[src/hw/rtl/aidn_pkg.sv]
`timescale 1ns / 1ps
// shared types and constants for the adaptive interval distance normaliser
// used by aidn_sdiv and adaptive_interval_distance_normalizer, no dependencies

package aidn_pkg;

  // field and datapath widths
  localparam int unsigned DATA_W    = 64;
  localparam int unsigned TIME_W    = 40;
  localparam int unsigned WEIGHT_W  = 20;
  localparam int unsigned NUM_W     = 2 * DATA_W;
  localparam int unsigned CFG_IDX_W = 2;

  // digit-serial multiplier geometry
  localparam int unsigned DIGIT_W = 4;
  localparam int unsigned DIGITS  = WEIGHT_W / DIGIT_W;
  localparam int unsigned MCNT_W  = $clog2(DIGITS);
  localparam int unsigned MCAND_W = DATA_W + WEIGHT_W;
  localparam int unsigned ACC_W   = MCAND_W + 1;

  // bit-serial divider iteration counter width
  localparam int unsigned DCNT_W = $clog2(DATA_W);

  // fixed-point scale and clip factor
  localparam logic [WEIGHT_W-1:0] SCALE_W     = 20'd1000000;
  localparam logic [DATA_W-1:0]   SCALE       = 64'd1000000;
  localparam logic [DATA_W-1:0]   CLIP_FACTOR = 64'd10;

  // register reset values
  localparam logic [WEIGHT_W-1:0] RST_FAST = 20'd10000;
  localparam logic [WEIGHT_W-1:0] RST_SLOW = 20'd200;
  localparam logic [WEIGHT_W-1:0] RST_MEAN = 20'd100;
  localparam logic [DATA_W-1:0]   RST_TOP  = 64'd2000000;
  localparam logic [DATA_W-1:0]   RST_BOT  = 64'd1000000;
  localparam logic [DATA_W-1:0]   RST_MD   = 64'd1000000;
  localparam logic [DATA_W-1:0]   RST_LOW  = 64'd1000000;

  // configuration register indexes
  typedef enum logic [CFG_IDX_W-1:0] {
    CFG_FAST = 2'd0,
    CFG_SLOW = 2'd1,
    CFG_MEAN = 2'd2
  } cfg_idx_e;

  // sequencer states
  typedef enum logic [4:0] {
    ST_IDLE,
    ST_DBOT_GO,
    ST_DBOT_WAIT,
    ST_CLIP1,
    ST_BL_LOAD,
    ST_BL_MUL_A,
    ST_BL_MUL_B,
    ST_BL_DIV_GO,
    ST_BL_DIV_WAIT,
    ST_CHECK,
    ST_DIST_MUL,
    ST_DIST_GO,
    ST_DIST_WAIT,
    ST_DLOW_GO,
    ST_DLOW_WAIT,
    ST_CLIP2,
    ST_OUT
  } state_e;

  // which tracker the shared moving average is updating
  typedef enum logic [1:0] {
    BL_TOP,
    BL_BOT,
    BL_LOW,
    BL_MEAN
  } bsel_e;

  // divider request and response
  typedef struct packed {
    logic              start;
    logic [NUM_W-1:0]  num;
    logic [DATA_W-1:0] den;
  } div_req_t;

  typedef struct packed {
    logic              done;
    logic [DATA_W-1:0] quo;
  } div_rsp_t;

endpackage

[src/hw/rtl/aidn_sdiv.sv]
`timescale 1ns / 1ps
// bit-serial restoring divider, 128-bit numerator by 64-bit divisor, one quotient bit a cycle
// quotient saturates to all ones when it would not fit in 64 bits; uses aidn_pkg

module aidn_sdiv (
  input  logic              clk_i,
  input  logic              rst_ni,
  input  aidn_pkg::div_req_t req_i,
  output aidn_pkg::div_rsp_t rsp_o
);
  import aidn_pkg::*;

  logic              busy_q, busy_d;
  logic              done_q, done_d;
  logic [DCNT_W-1:0] cnt_q, cnt_d;
  logic [DATA_W-1:0] rem_q, rem_d;
  logic [DATA_W-1:0] lo_q, lo_d;
  logic [DATA_W-1:0] quo_q, quo_d;
  logic [DATA_W-1:0] den_q, den_d;

  logic [DATA_W:0]   trial;
  logic [DATA_W:0]   diff;
  logic              take;
  logic              sat;

  // one restoring step: shift in the next numerator bit and try the divisor
  assign trial = {rem_q, lo_q[DATA_W-1]};
  assign diff  = trial - {1'b0, den_q};
  assign take  = trial >= {1'b0, den_q};
  assign sat   = req_i.num[NUM_W-1:DATA_W] >= req_i.den;

  // control
  always_comb begin
    busy_d = busy_q;
    done_d = 1'b0;
    cnt_d  = cnt_q;
    if (busy_q) begin
      cnt_d = cnt_q - 1'b1;
      if (cnt_q == '0) begin
        busy_d = 1'b0;
        done_d = 1'b1;
      end
    end else if (req_i.start) begin
      cnt_d = '1;
      if (sat) begin
        done_d = 1'b1;
      end else begin
        busy_d = 1'b1;
      end
    end
  end

  // datapath
  always_comb begin
    rem_d = rem_q;
    lo_d  = lo_q;
    quo_d = quo_q;
    den_d = den_q;
    if (busy_q) begin
      rem_d = take ? diff[DATA_W-1:0] : trial[DATA_W-1:0];
      lo_d  = {lo_q[DATA_W-2:0], 1'b0};
      quo_d = {quo_q[DATA_W-2:0], take};
    end else if (req_i.start) begin
      rem_d = req_i.num[NUM_W-1:DATA_W];
      lo_d  = req_i.num[DATA_W-1:0];
      den_d = req_i.den;
      quo_d = sat ? '1 : '0;
    end
  end

  always_ff @(posedge clk_i or negedge rst_ni) begin
    if (!rst_ni) begin
      busy_q <= 1'b0;
      done_q <= 1'b0;
      cnt_q  <= '0;
    end else begin
      busy_q <= busy_d;
      done_q <= done_d;
      cnt_q  <= cnt_d;
    end
  end

  always_ff @(posedge clk_i) begin
    rem_q <= rem_d;
    lo_q  <= lo_d;
    quo_q <= quo_d;
    den_q <= den_d;
  end

  assign rsp_o.done = done_q;
  assign rsp_o.quo  = quo_q;

endmodule

[src/hw/rtl/adaptive_interval_distance_normalizer.sv]
`timescale 1ns / 1ps
// Adaptive interval distance normaliser. One item (two 40-bit timestamps) is taken at a time
// and gives one result (distance, threshold). An item is done soonest when the spans are
// degenerate, later when the difference is at or below the lower span and last otherwise.
// The time is set by the single bit-serial divider, which runs a start, 64 steps and a done
// per quotient and is used up to seven times per item (two divisions by ten, four
// moving-average divisions by one million and the distance division), plus the load and the
// two 4-bit-digit multiplier passes of each moving average and the distance product; a
// saturating division skips the steps. The output register lets the next item start while a
// result waits. Configuration writes are always ready and must only be issued while the block
// is idle. Uses aidn_pkg and aidn_sdiv.

module adaptive_interval_distance_normalizer (
  input  logic                               clk_i,
  input  logic                               rst_ni,
  // input stream
  input  logic                               s_axis_tvalid,
  output logic                               s_axis_tready,
  input  logic [2*aidn_pkg::TIME_W-1:0]      s_axis_tdata,   // time_a [39:0], time_b [79:40]
  // result stream
  output logic                               m_axis_tvalid,
  input  logic                               m_axis_tready,
  output logic [2*aidn_pkg::DATA_W-1:0]      m_axis_tdata,   // distance [63:0], threshold [127:64]
  // configuration writes
  input  logic                               cfg_valid_i,
  output logic                               cfg_ready_o,
  input  logic [aidn_pkg::CFG_IDX_W-1:0]     cfg_index_i,
  input  logic [aidn_pkg::WEIGHT_W-1:0]      cfg_data_i
);
  import aidn_pkg::*;

  // times ten, saturating at 64 bits
  function automatic logic [DATA_W-1:0] times10(input logic [DATA_W-1:0] x);
    logic [DATA_W+3:0] t;
    t = {1'b0, x, 3'b000} + {3'b000, x, 1'b0};
    return (t[DATA_W+3:DATA_W] != '0) ? '1 : t[DATA_W-1:0];
  endfunction

  // clip with the upper bound winning
  function automatic logic [DATA_W-1:0] clip(input logic [DATA_W-1:0] x,
                                             input logic [DATA_W-1:0] lo,
                                             input logic [DATA_W-1:0] hi);
    logic [DATA_W-1:0] y;
    y = (x < lo) ? lo : x;
    return (y > hi) ? hi : y;
  endfunction

  state_e state_q, state_d;
  bsel_e  bsel_q;
  logic [MCNT_W-1:0] mcnt_q;

  logic [WEIGHT_W-1:0] fast_q, slow_q, mw_q;
  logic [DATA_W-1:0]   top_q, bot_q, mean_q, low_q;

  logic [DATA_W-1:0]   diff_q, lo_q, dc_q, dist_q;
  logic [MCAND_W-1:0]  mcand_q;
  logic [WEIGHT_W-1:0] mplier_q, bw_q;
  logic [ACC_W-1:0]    acc_q;

  logic              m_valid_q;
  logic [DATA_W-1:0] m_dist_q, m_thr_q;

  div_req_t div_req;
  div_rsp_t div_rsp;

  logic                  in_xfer, out_free, mul_last;
  logic [TIME_W-1:0]     time_a, time_b;
  logic [DATA_W-1:0]     clip1, clip2;
  logic [DATA_W-1:0]     bl_val, bl_old;
  logic                  bl_lt;
  logic [WEIGHT_W-1:0]   bl_w_raw, bl_w;
  logic [DIGIT_W-1:0]    digit;
  logic [MCAND_W+DIGIT_W-1:0] pp;
  logic [ACC_W-1:0]      acc_sum;
  logic                  span_ok, diff_above;

  aidn_sdiv u_div (
    .clk_i  (clk_i),
    .rst_ni (rst_ni),
    .req_i  (div_req),
    .rsp_o  (div_rsp)
  );

  assign time_a   = s_axis_tdata[TIME_W-1:0];
  assign time_b   = s_axis_tdata[2*TIME_W-1:TIME_W];
  assign in_xfer  = s_axis_tvalid && s_axis_tready;
  assign out_free = !m_valid_q || m_axis_tready;
  assign mul_last = mcnt_q == MCNT_W'(DIGITS - 1);

  assign clip1 = clip(diff_q, lo_q, times10(top_q));
  assign clip2 = clip(dist_q, lo_q, times10(mean_q));

  assign span_ok    = top_q > bot_q;
  assign diff_above = diff_q > bot_q;

  // operands of the shared moving average
  always_comb begin
    bl_val = (bsel_q == BL_TOP || bsel_q == BL_BOT) ? diff_q : dc_q;
    unique case (bsel_q)
      BL_TOP:  bl_old = top_q;
      BL_BOT:  bl_old = bot_q;
      BL_LOW:  bl_old = low_q;
      BL_MEAN: bl_old = mean_q;
      default: bl_old = top_q;
    endcase
    bl_lt = bl_val < bl_old;
    unique case (bsel_q)
      BL_TOP:  bl_w_raw = bl_lt ? slow_q : fast_q;
      BL_BOT:  bl_w_raw = bl_lt ? fast_q : slow_q;
      BL_LOW:  bl_w_raw = bl_lt ? fast_q : slow_q;
      BL_MEAN: bl_w_raw = mw_q;
      default: bl_w_raw = mw_q;
    endcase
    bl_w = (bl_w_raw > SCALE_W) ? SCALE_W : bl_w_raw;
  end

  // one 4-bit digit of the multiplier per cycle
  assign digit   = mplier_q[DIGIT_W-1:0];
  assign pp      = {{DIGIT_W{1'b0}}, mcand_q} * {{MCAND_W{1'b0}}, digit};
  assign acc_sum = acc_q + pp[ACC_W-1:0];

  // next state
  always_comb begin
    state_d = state_q;
    unique case (state_q)
      ST_IDLE:        if (in_xfer) state_d = ST_DBOT_GO;
      ST_DBOT_GO:     state_d = ST_DBOT_WAIT;
      ST_DBOT_WAIT:   if (div_rsp.done) state_d = ST_CLIP1;
      ST_CLIP1:       state_d = ST_BL_LOAD;
      ST_BL_LOAD:     state_d = ST_BL_MUL_A;
      ST_BL_MUL_A:    if (mul_last) state_d = ST_BL_MUL_B;
      ST_BL_MUL_B:    if (mul_last) state_d = ST_BL_DIV_GO;
      ST_BL_DIV_GO:   state_d = ST_BL_DIV_WAIT;
      ST_BL_DIV_WAIT: begin
        if (div_rsp.done) begin
          unique case (bsel_q)
            BL_TOP:  state_d = ST_BL_LOAD;
            BL_BOT:  state_d = ST_CHECK;
            BL_LOW:  state_d = ST_BL_LOAD;
            BL_MEAN: state_d = ST_OUT;
            default: state_d = ST_OUT;
          endcase
        end
      end
      ST_CHECK: begin
        if (!span_ok) begin
          state_d = ST_OUT;
        end else if (diff_above) begin
          state_d = ST_DIST_MUL;
        end else begin
          state_d = ST_DLOW_GO;
        end
      end
      ST_DIST_MUL:    if (mul_last) state_d = ST_DIST_GO;
      ST_DIST_GO:     state_d = ST_DIST_WAIT;
      ST_DIST_WAIT:   if (div_rsp.done) state_d = ST_DLOW_GO;
      ST_DLOW_GO:     state_d = ST_DLOW_WAIT;
      ST_DLOW_WAIT:   if (div_rsp.done) state_d = ST_CLIP2;
      ST_CLIP2:       state_d = ST_BL_LOAD;
      ST_OUT:         if (out_free) state_d = ST_IDLE;
      default:        state_d = ST_IDLE;
    endcase
  end

  // state outputs: input ready and divider requests
  always_comb begin
    s_axis_tready = 1'b0;
    div_req       = '0;
    unique case (state_q)
      ST_IDLE: s_axis_tready = 1'b1;
      ST_DBOT_GO: begin
        div_req.start = 1'b1;
        div_req.num   = NUM_W'(bot_q);
        div_req.den   = CLIP_FACTOR;
      end
      ST_BL_DIV_GO: begin
        div_req.start = 1'b1;
        div_req.num   = NUM_W'(acc_q);
        div_req.den   = SCALE;
      end
      ST_DIST_GO: begin
        div_req.start = 1'b1;
        div_req.num   = NUM_W'(acc_q);
        div_req.den   = top_q - bot_q;
      end
      ST_DLOW_GO: begin
        div_req.start = 1'b1;
        div_req.num   = NUM_W'(low_q);
        div_req.den   = CLIP_FACTOR;
      end
      default: ;
    endcase
  end

  // sequencer control registers
  always_ff @(posedge clk_i or negedge rst_ni) begin
    if (!rst_ni) begin
      state_q <= ST_IDLE;
      bsel_q  <= BL_TOP;
      mcnt_q  <= '0;
    end else begin
      state_q <= state_d;
      if (state_q == ST_BL_LOAD || state_q == ST_CHECK) begin
        mcnt_q <= '0;
      end else if (state_q == ST_BL_MUL_A || state_q == ST_BL_MUL_B ||
                   state_q == ST_DIST_MUL) begin
        mcnt_q <= mul_last ? '0 : mcnt_q + 1'b1;
      end
      if (state_q == ST_CLIP1) begin
        bsel_q <= BL_TOP;
      end else if (state_q == ST_CLIP2) begin
        bsel_q <= BL_LOW;
      end else if (state_q == ST_BL_DIV_WAIT && div_rsp.done) begin
        if (bsel_q == BL_TOP) begin
          bsel_q <= BL_BOT;
        end else if (bsel_q == BL_LOW) begin
          bsel_q <= BL_MEAN;
        end
      end
    end
  end

  // configuration registers, a write is a transfer on the config channel
  assign cfg_ready_o = 1'b1;

  always_ff @(posedge clk_i or negedge rst_ni) begin
    if (!rst_ni) begin
      fast_q <= RST_FAST;
      slow_q <= RST_SLOW;
      mw_q   <= RST_MEAN;
    end else if (cfg_valid_i) begin
      unique case (cfg_idx_e'(cfg_index_i))
        CFG_FAST: fast_q <= cfg_data_i;
        CFG_SLOW: slow_q <= cfg_data_i;
        CFG_MEAN: mw_q   <= cfg_data_i;
        default: ;
      endcase
    end
  end

  // trackers, written when a moving-average division finishes
  always_ff @(posedge clk_i or negedge rst_ni) begin
    if (!rst_ni) begin
      top_q  <= RST_TOP;
      bot_q  <= RST_BOT;
      mean_q <= RST_MD;
      low_q  <= RST_LOW;
    end else if (state_q == ST_BL_DIV_WAIT && div_rsp.done) begin
      unique case (bsel_q)
        BL_TOP:  top_q  <= div_rsp.quo;
        BL_BOT:  bot_q  <= div_rsp.quo;
        BL_LOW:  low_q  <= div_rsp.quo;
        BL_MEAN: mean_q <= div_rsp.quo;
        default: ;
      endcase
    end
  end

  // working registers of the item in flight
  always_ff @(posedge clk_i) begin
    unique case (state_q)
      ST_IDLE: begin
        if (in_xfer) begin
          diff_q <= DATA_W'((time_a > time_b) ? time_a - time_b : time_b - time_a);
        end
      end
      ST_DBOT_WAIT: if (div_rsp.done) lo_q <= div_rsp.quo;
      ST_CLIP1:     diff_q <= clip1;
      ST_BL_LOAD: begin
        mcand_q  <= MCAND_W'(bl_val);
        mplier_q <= bl_w;
        bw_q     <= bl_w;
        acc_q    <= '0;
      end
      ST_BL_MUL_A: begin
        acc_q <= acc_sum;
        if (mul_last) begin
          // second pass: complementary weight times the old value
          mcand_q  <= MCAND_W'(bl_old);
          mplier_q <= SCALE_W - bw_q;
        end else begin
          mcand_q  <= {mcand_q[MCAND_W-DIGIT_W-1:0], {DIGIT_W{1'b0}}};
          mplier_q <= {{DIGIT_W{1'b0}}, mplier_q[WEIGHT_W-1:DIGIT_W]};
        end
      end
      ST_BL_MUL_B, ST_DIST_MUL: begin
        acc_q    <= acc_sum;
        mcand_q  <= {mcand_q[MCAND_W-DIGIT_W-1:0], {DIGIT_W{1'b0}}};
        mplier_q <= {{DIGIT_W{1'b0}}, mplier_q[WEIGHT_W-1:DIGIT_W]};
      end
      ST_CHECK: begin
        dist_q   <= '0;
        mcand_q  <= MCAND_W'(diff_q - bot_q);
        mplier_q <= SCALE_W;
        acc_q    <= '0;
      end
      ST_DIST_WAIT: if (div_rsp.done) dist_q <= div_rsp.quo;
      ST_DLOW_WAIT: if (div_rsp.done) lo_q <= div_rsp.quo;
      ST_CLIP2:     dc_q <= clip2;
      default: ;
    endcase
  end

  // output register, a new result loads once the previous transfer is done
  always_ff @(posedge clk_i or negedge rst_ni) begin
    if (!rst_ni) begin
      m_valid_q <= 1'b0;
    end else if (state_q == ST_OUT && out_free) begin
      m_valid_q <= 1'b1;
    end else if (m_axis_tready) begin
      m_valid_q <= 1'b0;
    end
  end

  always_ff @(posedge clk_i) begin
    if (state_q == ST_OUT && out_free) begin
      m_dist_q <= dist_q;
      m_thr_q  <= low_q;
    end
  end

  assign m_axis_tvalid = m_valid_q;
  assign m_axis_tdata  = {m_thr_q, m_dist_q};

endmodule

[config.mk]
export PLATFORM = sky130hd
export DESIGN_NAME = adaptive_interval_distance_normalizer
export DESIGN_NICKNAME = d
export VERILOG_FILES = /design/src/hw/rtl/aidn_pkg.sv /design/src/hw/rtl/aidn_sdiv.sv /design/src/hw/rtl/adaptive_interval_distance_normalizer.sv
export SDC_FILE = /design/constraint.sdc
export NUM_CORES = 2
export LEC_CHECK = 0
export BUFFER_PORTS_ARGS = -buffer_cell sky130_fd_sc_hd__buf_2
export CORE_ASPECT_RATIO = 0.7
export CORE_MARGIN = 5
export CORE_UTILIZATION = 40
export DETAILED_ROUTE_END_ITERATION = 8
export HOLD_SLACK_MARGIN = 0.06
export PLACE_DENSITY_LB_ADDON = 0.15
export SLEW_MARGIN = 20
export SYNTH_ARGS = -nofsm -noshare
export SYNTH_HDL_FRONTEND = slang
export SYNTH_HIERARCHICAL = 1
export SYNTH_SLANG_ARGS = --single-unit
[constraint.sdc]
create_clock -name clk_i -period 8.8 [get_ports clk_i]
set_clock_uncertainty 0.1 [all_clocks]
set_input_delay 1.32 -clock clk_i [delete_from_list [all_inputs] [get_ports clk_i]]
set_output_delay 1.32 -clock clk_i [all_outputs]
set_load 0.03 [all_outputs]
Word level (Yosys, flattened, before mapping)
Cells that the tools add are included.

Bits in registers: 1184. Input bits: 107. Word-level logic and storage cells: 193.

$add $sub $neg: 11. $mul: 1. $lt $le $gt $ge: 11. Eq/ne operators: 31. Mux-type cells: 65. Bitwise operators: 1. Reduce and logical (&&, ||, !) cells: 44.

Operator list (number): 64-bit two-way mux (18); 193-bit case mux with 4 select lines (1); 84-bit case mux with 4 select lines (1); 64-bit > comparator (4); 64-bit case mux with 2 select lines (2); 64-bit case mux with 4 select lines (1); 64-bit < comparator (3); 85-bit case mux with 2 select lines (1); 67-bit by 65-bit adder with 68-bit output (2); 64-bit subtractor (2); 85-bit adder (1); 84-bit by 4-bit multiplier with 85-bit output (1); 84-bit two-way mux (1); 40-bit by 40-bit subtractor with 41-bit output (2); 20-bit two-way mux (4); 20-bit case mux with 4 select lines (1); 5-bit case mux with 16 select lines (1); 65-bit by 64-bit >= comparator with 1-bit output (1); 64-bit by 64-bit subtractor with 65-bit output (1); 64-bit >= comparator (1); 20-bit case mux with 3 select lines (1); 5-bit two-way mux (10); 5-bit by 4-bit == test with 1-bit output, second input constant (8); 40-bit > comparator (1); other kinds (32) (95).

Longest topological paths before layout
Word-level depth: 9. Mapped depth: 32. Mapped depth without buffers: 29.

Hierarchy
Netlist, hierarchy kept.

Modules (own cells, without submodules): adaptive_interval_distance_normalizer (times used 1, cells each 8850, area an instance 82067.5 um2, sequential area each 26038.7 um2); aidn_sdiv (times used 1, cells each 1623, area an instance 16334.4 um2, sequential area each 7877.6 um2).

Worst setup path after synthesis
OpenSTA, ideal clock, no wires.

Path type: input -> register. Start: input port m_axis_tready. End: register m_dist_q[0] (enable). Setup time: 658 ps. Arrival time: 7534 ps. Required time: 8042 ps. Setup slack: 509 ps. Cell stages on the path: 2. Path through: inv_1 a21oi_1.

Cells in the longest elaborated chain, start to end: 2.

Ends and longest elaborated chain: from (decl) (RTL line adaptive_interval_distance_normalizer.sv:22) `input logic m_axis_tready,`; 1-bit logical OR (RTL line adaptive_interval_distance_normalizer.sv:87) `assign out_free = !m_valid_q || m_axis_tready;`; 1-bit logical AND (RTL line adaptive_interval_distance_normalizer.sv:316) `if (state_q == ST_OUT && out_free) begin`; to (signal assigned) (RTL line adaptive_interval_distance_normalizer.sv:317) `m_dist_q <= dist_q;`; to (decl) (RTL line adaptive_interval_distance_normalizer.sv:61) `logic [DATA_W-1:0] m_dist_q, m_thr_q;`.

Every way passes these cells. A chain may end at the register's enable or synchronous reset.

Worst setup path after layout
Start: register top_q[13]. End: register diff_q[11] (data pin).

Cells in the longest elaborated chain, start to end: 6.

Ends and longest elaborated chain: from (decl) (RTL line adaptive_interval_distance_normalizer.sv:53) `logic [DATA_W-1:0] top_q, bot_q, mean_q, low_q;`; from (signal assigned) (RTL line adaptive_interval_distance_normalizer.sv:250) `BL_TOP: top_q <= div_rsp.quo;`; 67-bit by 65-bit adder with 68-bit output (*) (RTL line adaptive_interval_distance_normalizer.sv:35) `t = {1'b0, x, 3'b000} + {3'b000, x, 1'b0};`; 4-bit nonzero test (RTL line adaptive_interval_distance_normalizer.sv:36) `return (t[DATA_W+3:DATA_W] != '0) ? '1 : t[DATA_W-1:0];`; 64-bit two-way mux (*) (RTL line adaptive_interval_distance_normalizer.sv:36); 64-bit > comparator (RTL line adaptive_interval_distance_normalizer.sv:45) `return (y > hi) ? hi : y;`; 64-bit two-way mux (*) (RTL line adaptive_interval_distance_normalizer.sv:45); 64-bit case mux with 2 select lines (*) (RTL line adaptive_interval_distance_normalizer.sv:261) `unique case (state_q)`; to (signal assigned) (RTL line adaptive_interval_distance_normalizer.sv:264) `diff_q <= DATA_W'((time_a > time_b) ? time_a - time_b : time_b - time_a);`; to (signal assigned) (RTL line adaptive_interval_distance_normalizer.sv:268) `ST_CLIP1: diff_q <= clip1;`; to (decl) (RTL line adaptive_interval_distance_normalizer.sv:55) `logic [DATA_W-1:0] diff_q, lo_q, dc_q, dist_q;`.

Every way passes the cells marked *; elsewhere a longest branch is shown, timed or not.

==> reports/metrics.cfg <==
[timing]
setup_violations = 0
period_share_pct = 95.42
hold_ws_ns = 0.3851
period_needed_ns = 8.397
hold_violations = 0
slew_violations = 0
slew_headroom_pct = 12.75
setup_tns_ns = 0
max_freq_ghz = 0.1191
rsz0062_at_grt = no
tightest_slew_ns = 1.291

[global_route]
grt_max_degree = 136
antenna_found_initial = 72
grt-ovfl-total = 0
grt_pass1_wl_mm = 624.5
grt_pass1_vias = 82450
met3_usage_pct = 12.07
use_met2_pct = 40.54
use_met1_pct = 54.57
grt-busiest-layer = met1
groute.usage.overall_pct = 33.56

[clock_network]
cts_setup_buffers = 0
cts_tree = done
numCtsBuffers = 154
clk-insertion-delay-late_ns = 0.85
postCtsHoldBufs = 0
cts_sinks = 1184
clockBufferDepth = 4
cts_root_buffer = clkbuf_16
cts-htree-levels = 4
cts-resized-gates = 0
cts.reportedPaths.clkPinSlew_ns = 0.07

[route]
drc = 0
ant_nets = 0
finalWirelength_mm = 445.2
wl_per_cell_microns = 31.90
drtIter0Drc = 12060
first_pass_iters = 9
avgViaCountPerCell = 6.304
dr_total_vias = 87970

[critical_path]
worst_path_largest_cell_delay_ns = 0.84
timing.rr.end = diff_q[11]
cp_num_buf_inv = 3
cp.required_ns = 9.24
end_kind = flip-flop
worstPathMaxFanout = 30
criticalPathCategory = reg -> reg
rrSetupSlack_ns = 0.40
arrival_ns = 8.84
r2r_cells = 26
crit_family = compound AO/OA/AOI/OAI gates
cp-start-kind = flip-flop
regToRegStartpoint = top_q[13]
crit_slowest_cell = o41ai_1

[min_path]
holdPathStages = 1
hp-start = u_div/lo_q[33]
hold_class = reg -> reg
worst_hold_path.endpoint = u_div/lo_q[34]

[synth]
synth_mux_area_share_pct = 5.825
synth-seq-cells = 1184
ys_async_sr_fraction_pct = 28.29
syn-mean-instance-area_sq_um = 9.396
synth_warnings = 6
synth-simple-area-share_pct = 14.12
post_synth_xor_area_fraction_pct = 3.596
synth_seq_area_share_pct = 34.47
synth_compound_area_share_pct = 20.63
synth_edf_count = 848
synthAdderAreaFrac_pct = 16.24
synth_cell_types = 111
ys.flop_type = edfxtp_1
synth.cell_area_sq_mm = 0.09840
synth_top_family_by_area = compound AO/OA/AOI/OAI gates
synth_cells = 10470

[layout]
mostFrequentLayoutCells = nand2_1, ha_1, edfxtp_1, a21oi_1, inv_1
fin_nets = 11810
finalInstanceArea_sq_mm = 0.1088
area_growth_syn_to_layout_pct = 10.55
layout_commonest_cell = nand2_1
drive_gt1_share_pct = 12.41
final_cells = 13950

[floorplan]
io_pins = 238
dieArea_sq_mm = 0.2562
die_h_microns = 425.0
start_util_pct = 40.17
core_area_sq_mm = 0.2450
die_w_microns = 602.8
rows = 152

[placement]
post_dp_cell_area_sq_mm = 0.1037
place_inst = 13660
hpwl_mm = 356.6
gp_congestion = 1.021
io_buffer_count = 236

[run]
maxCapViolations = 0

[status]
status = finished clean

==> layer usage <==
layer / vias to the layer above / wire length (microns)
met5: - / 379
met3: 449 / 61360
met2: 4806 / 155400
li1: 38510 / -
met1: 44170 / 217400
met4: 28 / 10630
==> cell type report <==
type	instances	area, sq um
fill	23680	136200
multi-input combinational	8066	60070
sequential	1184	33920
clock buffer	206	4330
tap	3234	4046
inverter	750	2831
timing repair buffer	423	2819
clock inverter	64	703.2
antenna	26	65.06
==> worst max path at each step <==
stage	from	endpoint	slack (ns)	cells after the start
floorplan	m_axis_tready	m_dist_q[0]	0.51	2
global placement	top_q[1]	diff_q[50]	0.58	27
detailed placement	top_q[13]	diff_q[11]	0.66	26
CTS	top_q[13]	diff_q[11]	0.57	26
global route	top_q[13]	diff_q[4]	0.14	26
finish	top_q[13]	diff_q[11]	0.40	26
==> kinds of logic (layout without fill, tap and decap cells) <==
kind of cell,count (synthesis),after routing
other,2,113
and+or+nand+nor,2904,2904
xor gates and xnor gates,404,404
AOI/OAI and AO/OA,3029,3029
buffers and inverters,1308,1443
muxes,516,516
adders and majority gates,1126,1126
DFF,1184,1184
==> flip-flops by register name, summed over array words and instances (netlist names), 64 cells and up <==
signal	flops
mean_q	64
m_dist_q	64
mcand_q	84
u_div/den_q	64
diff_q	64
m_thr_q	64
top_q	64
u_div/quo_q	64
low_q	64
lo_q	64
u_div/rem_q	64
dist_q	64
bot_q	64
dc_q	64
u_div/lo_q	64
acc_q	85
==> stage by stage <==
step           worst slack, ns  util (%)
2_1_floorplan           0.5086         -
3_3_place_gp            0.5798     42.31
3_5_place_dp            0.6557     42.33
4_1_cts                 0.5679     44.38
5_1_grt                 0.1416     44.38
6_report                0.4026     44.41
==> cells in the mapped netlist (197+ instances only) <==
| cell | n | area, sq um |
|---|---|---|
| edfxtp_1 | 848 | 25460 |
| inv_1 | 745 | 2796 |
| a21o_1 | 503 | 3776 |
| fa_1 | 252 | 5045 |
| a21oi_1 | 811 | 4059 |
| ha_1 | 874 | 10940 |
| xnor2_1 | 244 | 2137 |
| nand2_1 | 930 | 3491 |
| nor3_1 | 197 | 986.0 |
| and2_1 | 222 | 1389 |
| nor2_1 | 673 | 2526 |
| mux2_2 | 453 | 5101 |
| o21ai_0 | 513 | 2567 |
| dfrtp_1 | 296 | 7407 |
| clkbuf_1 | 481 | 1805 |
Power is left out: the tool's default activity adds up to more than one toggle a clock period on the data nets, which glitch-free logic cannot reach.
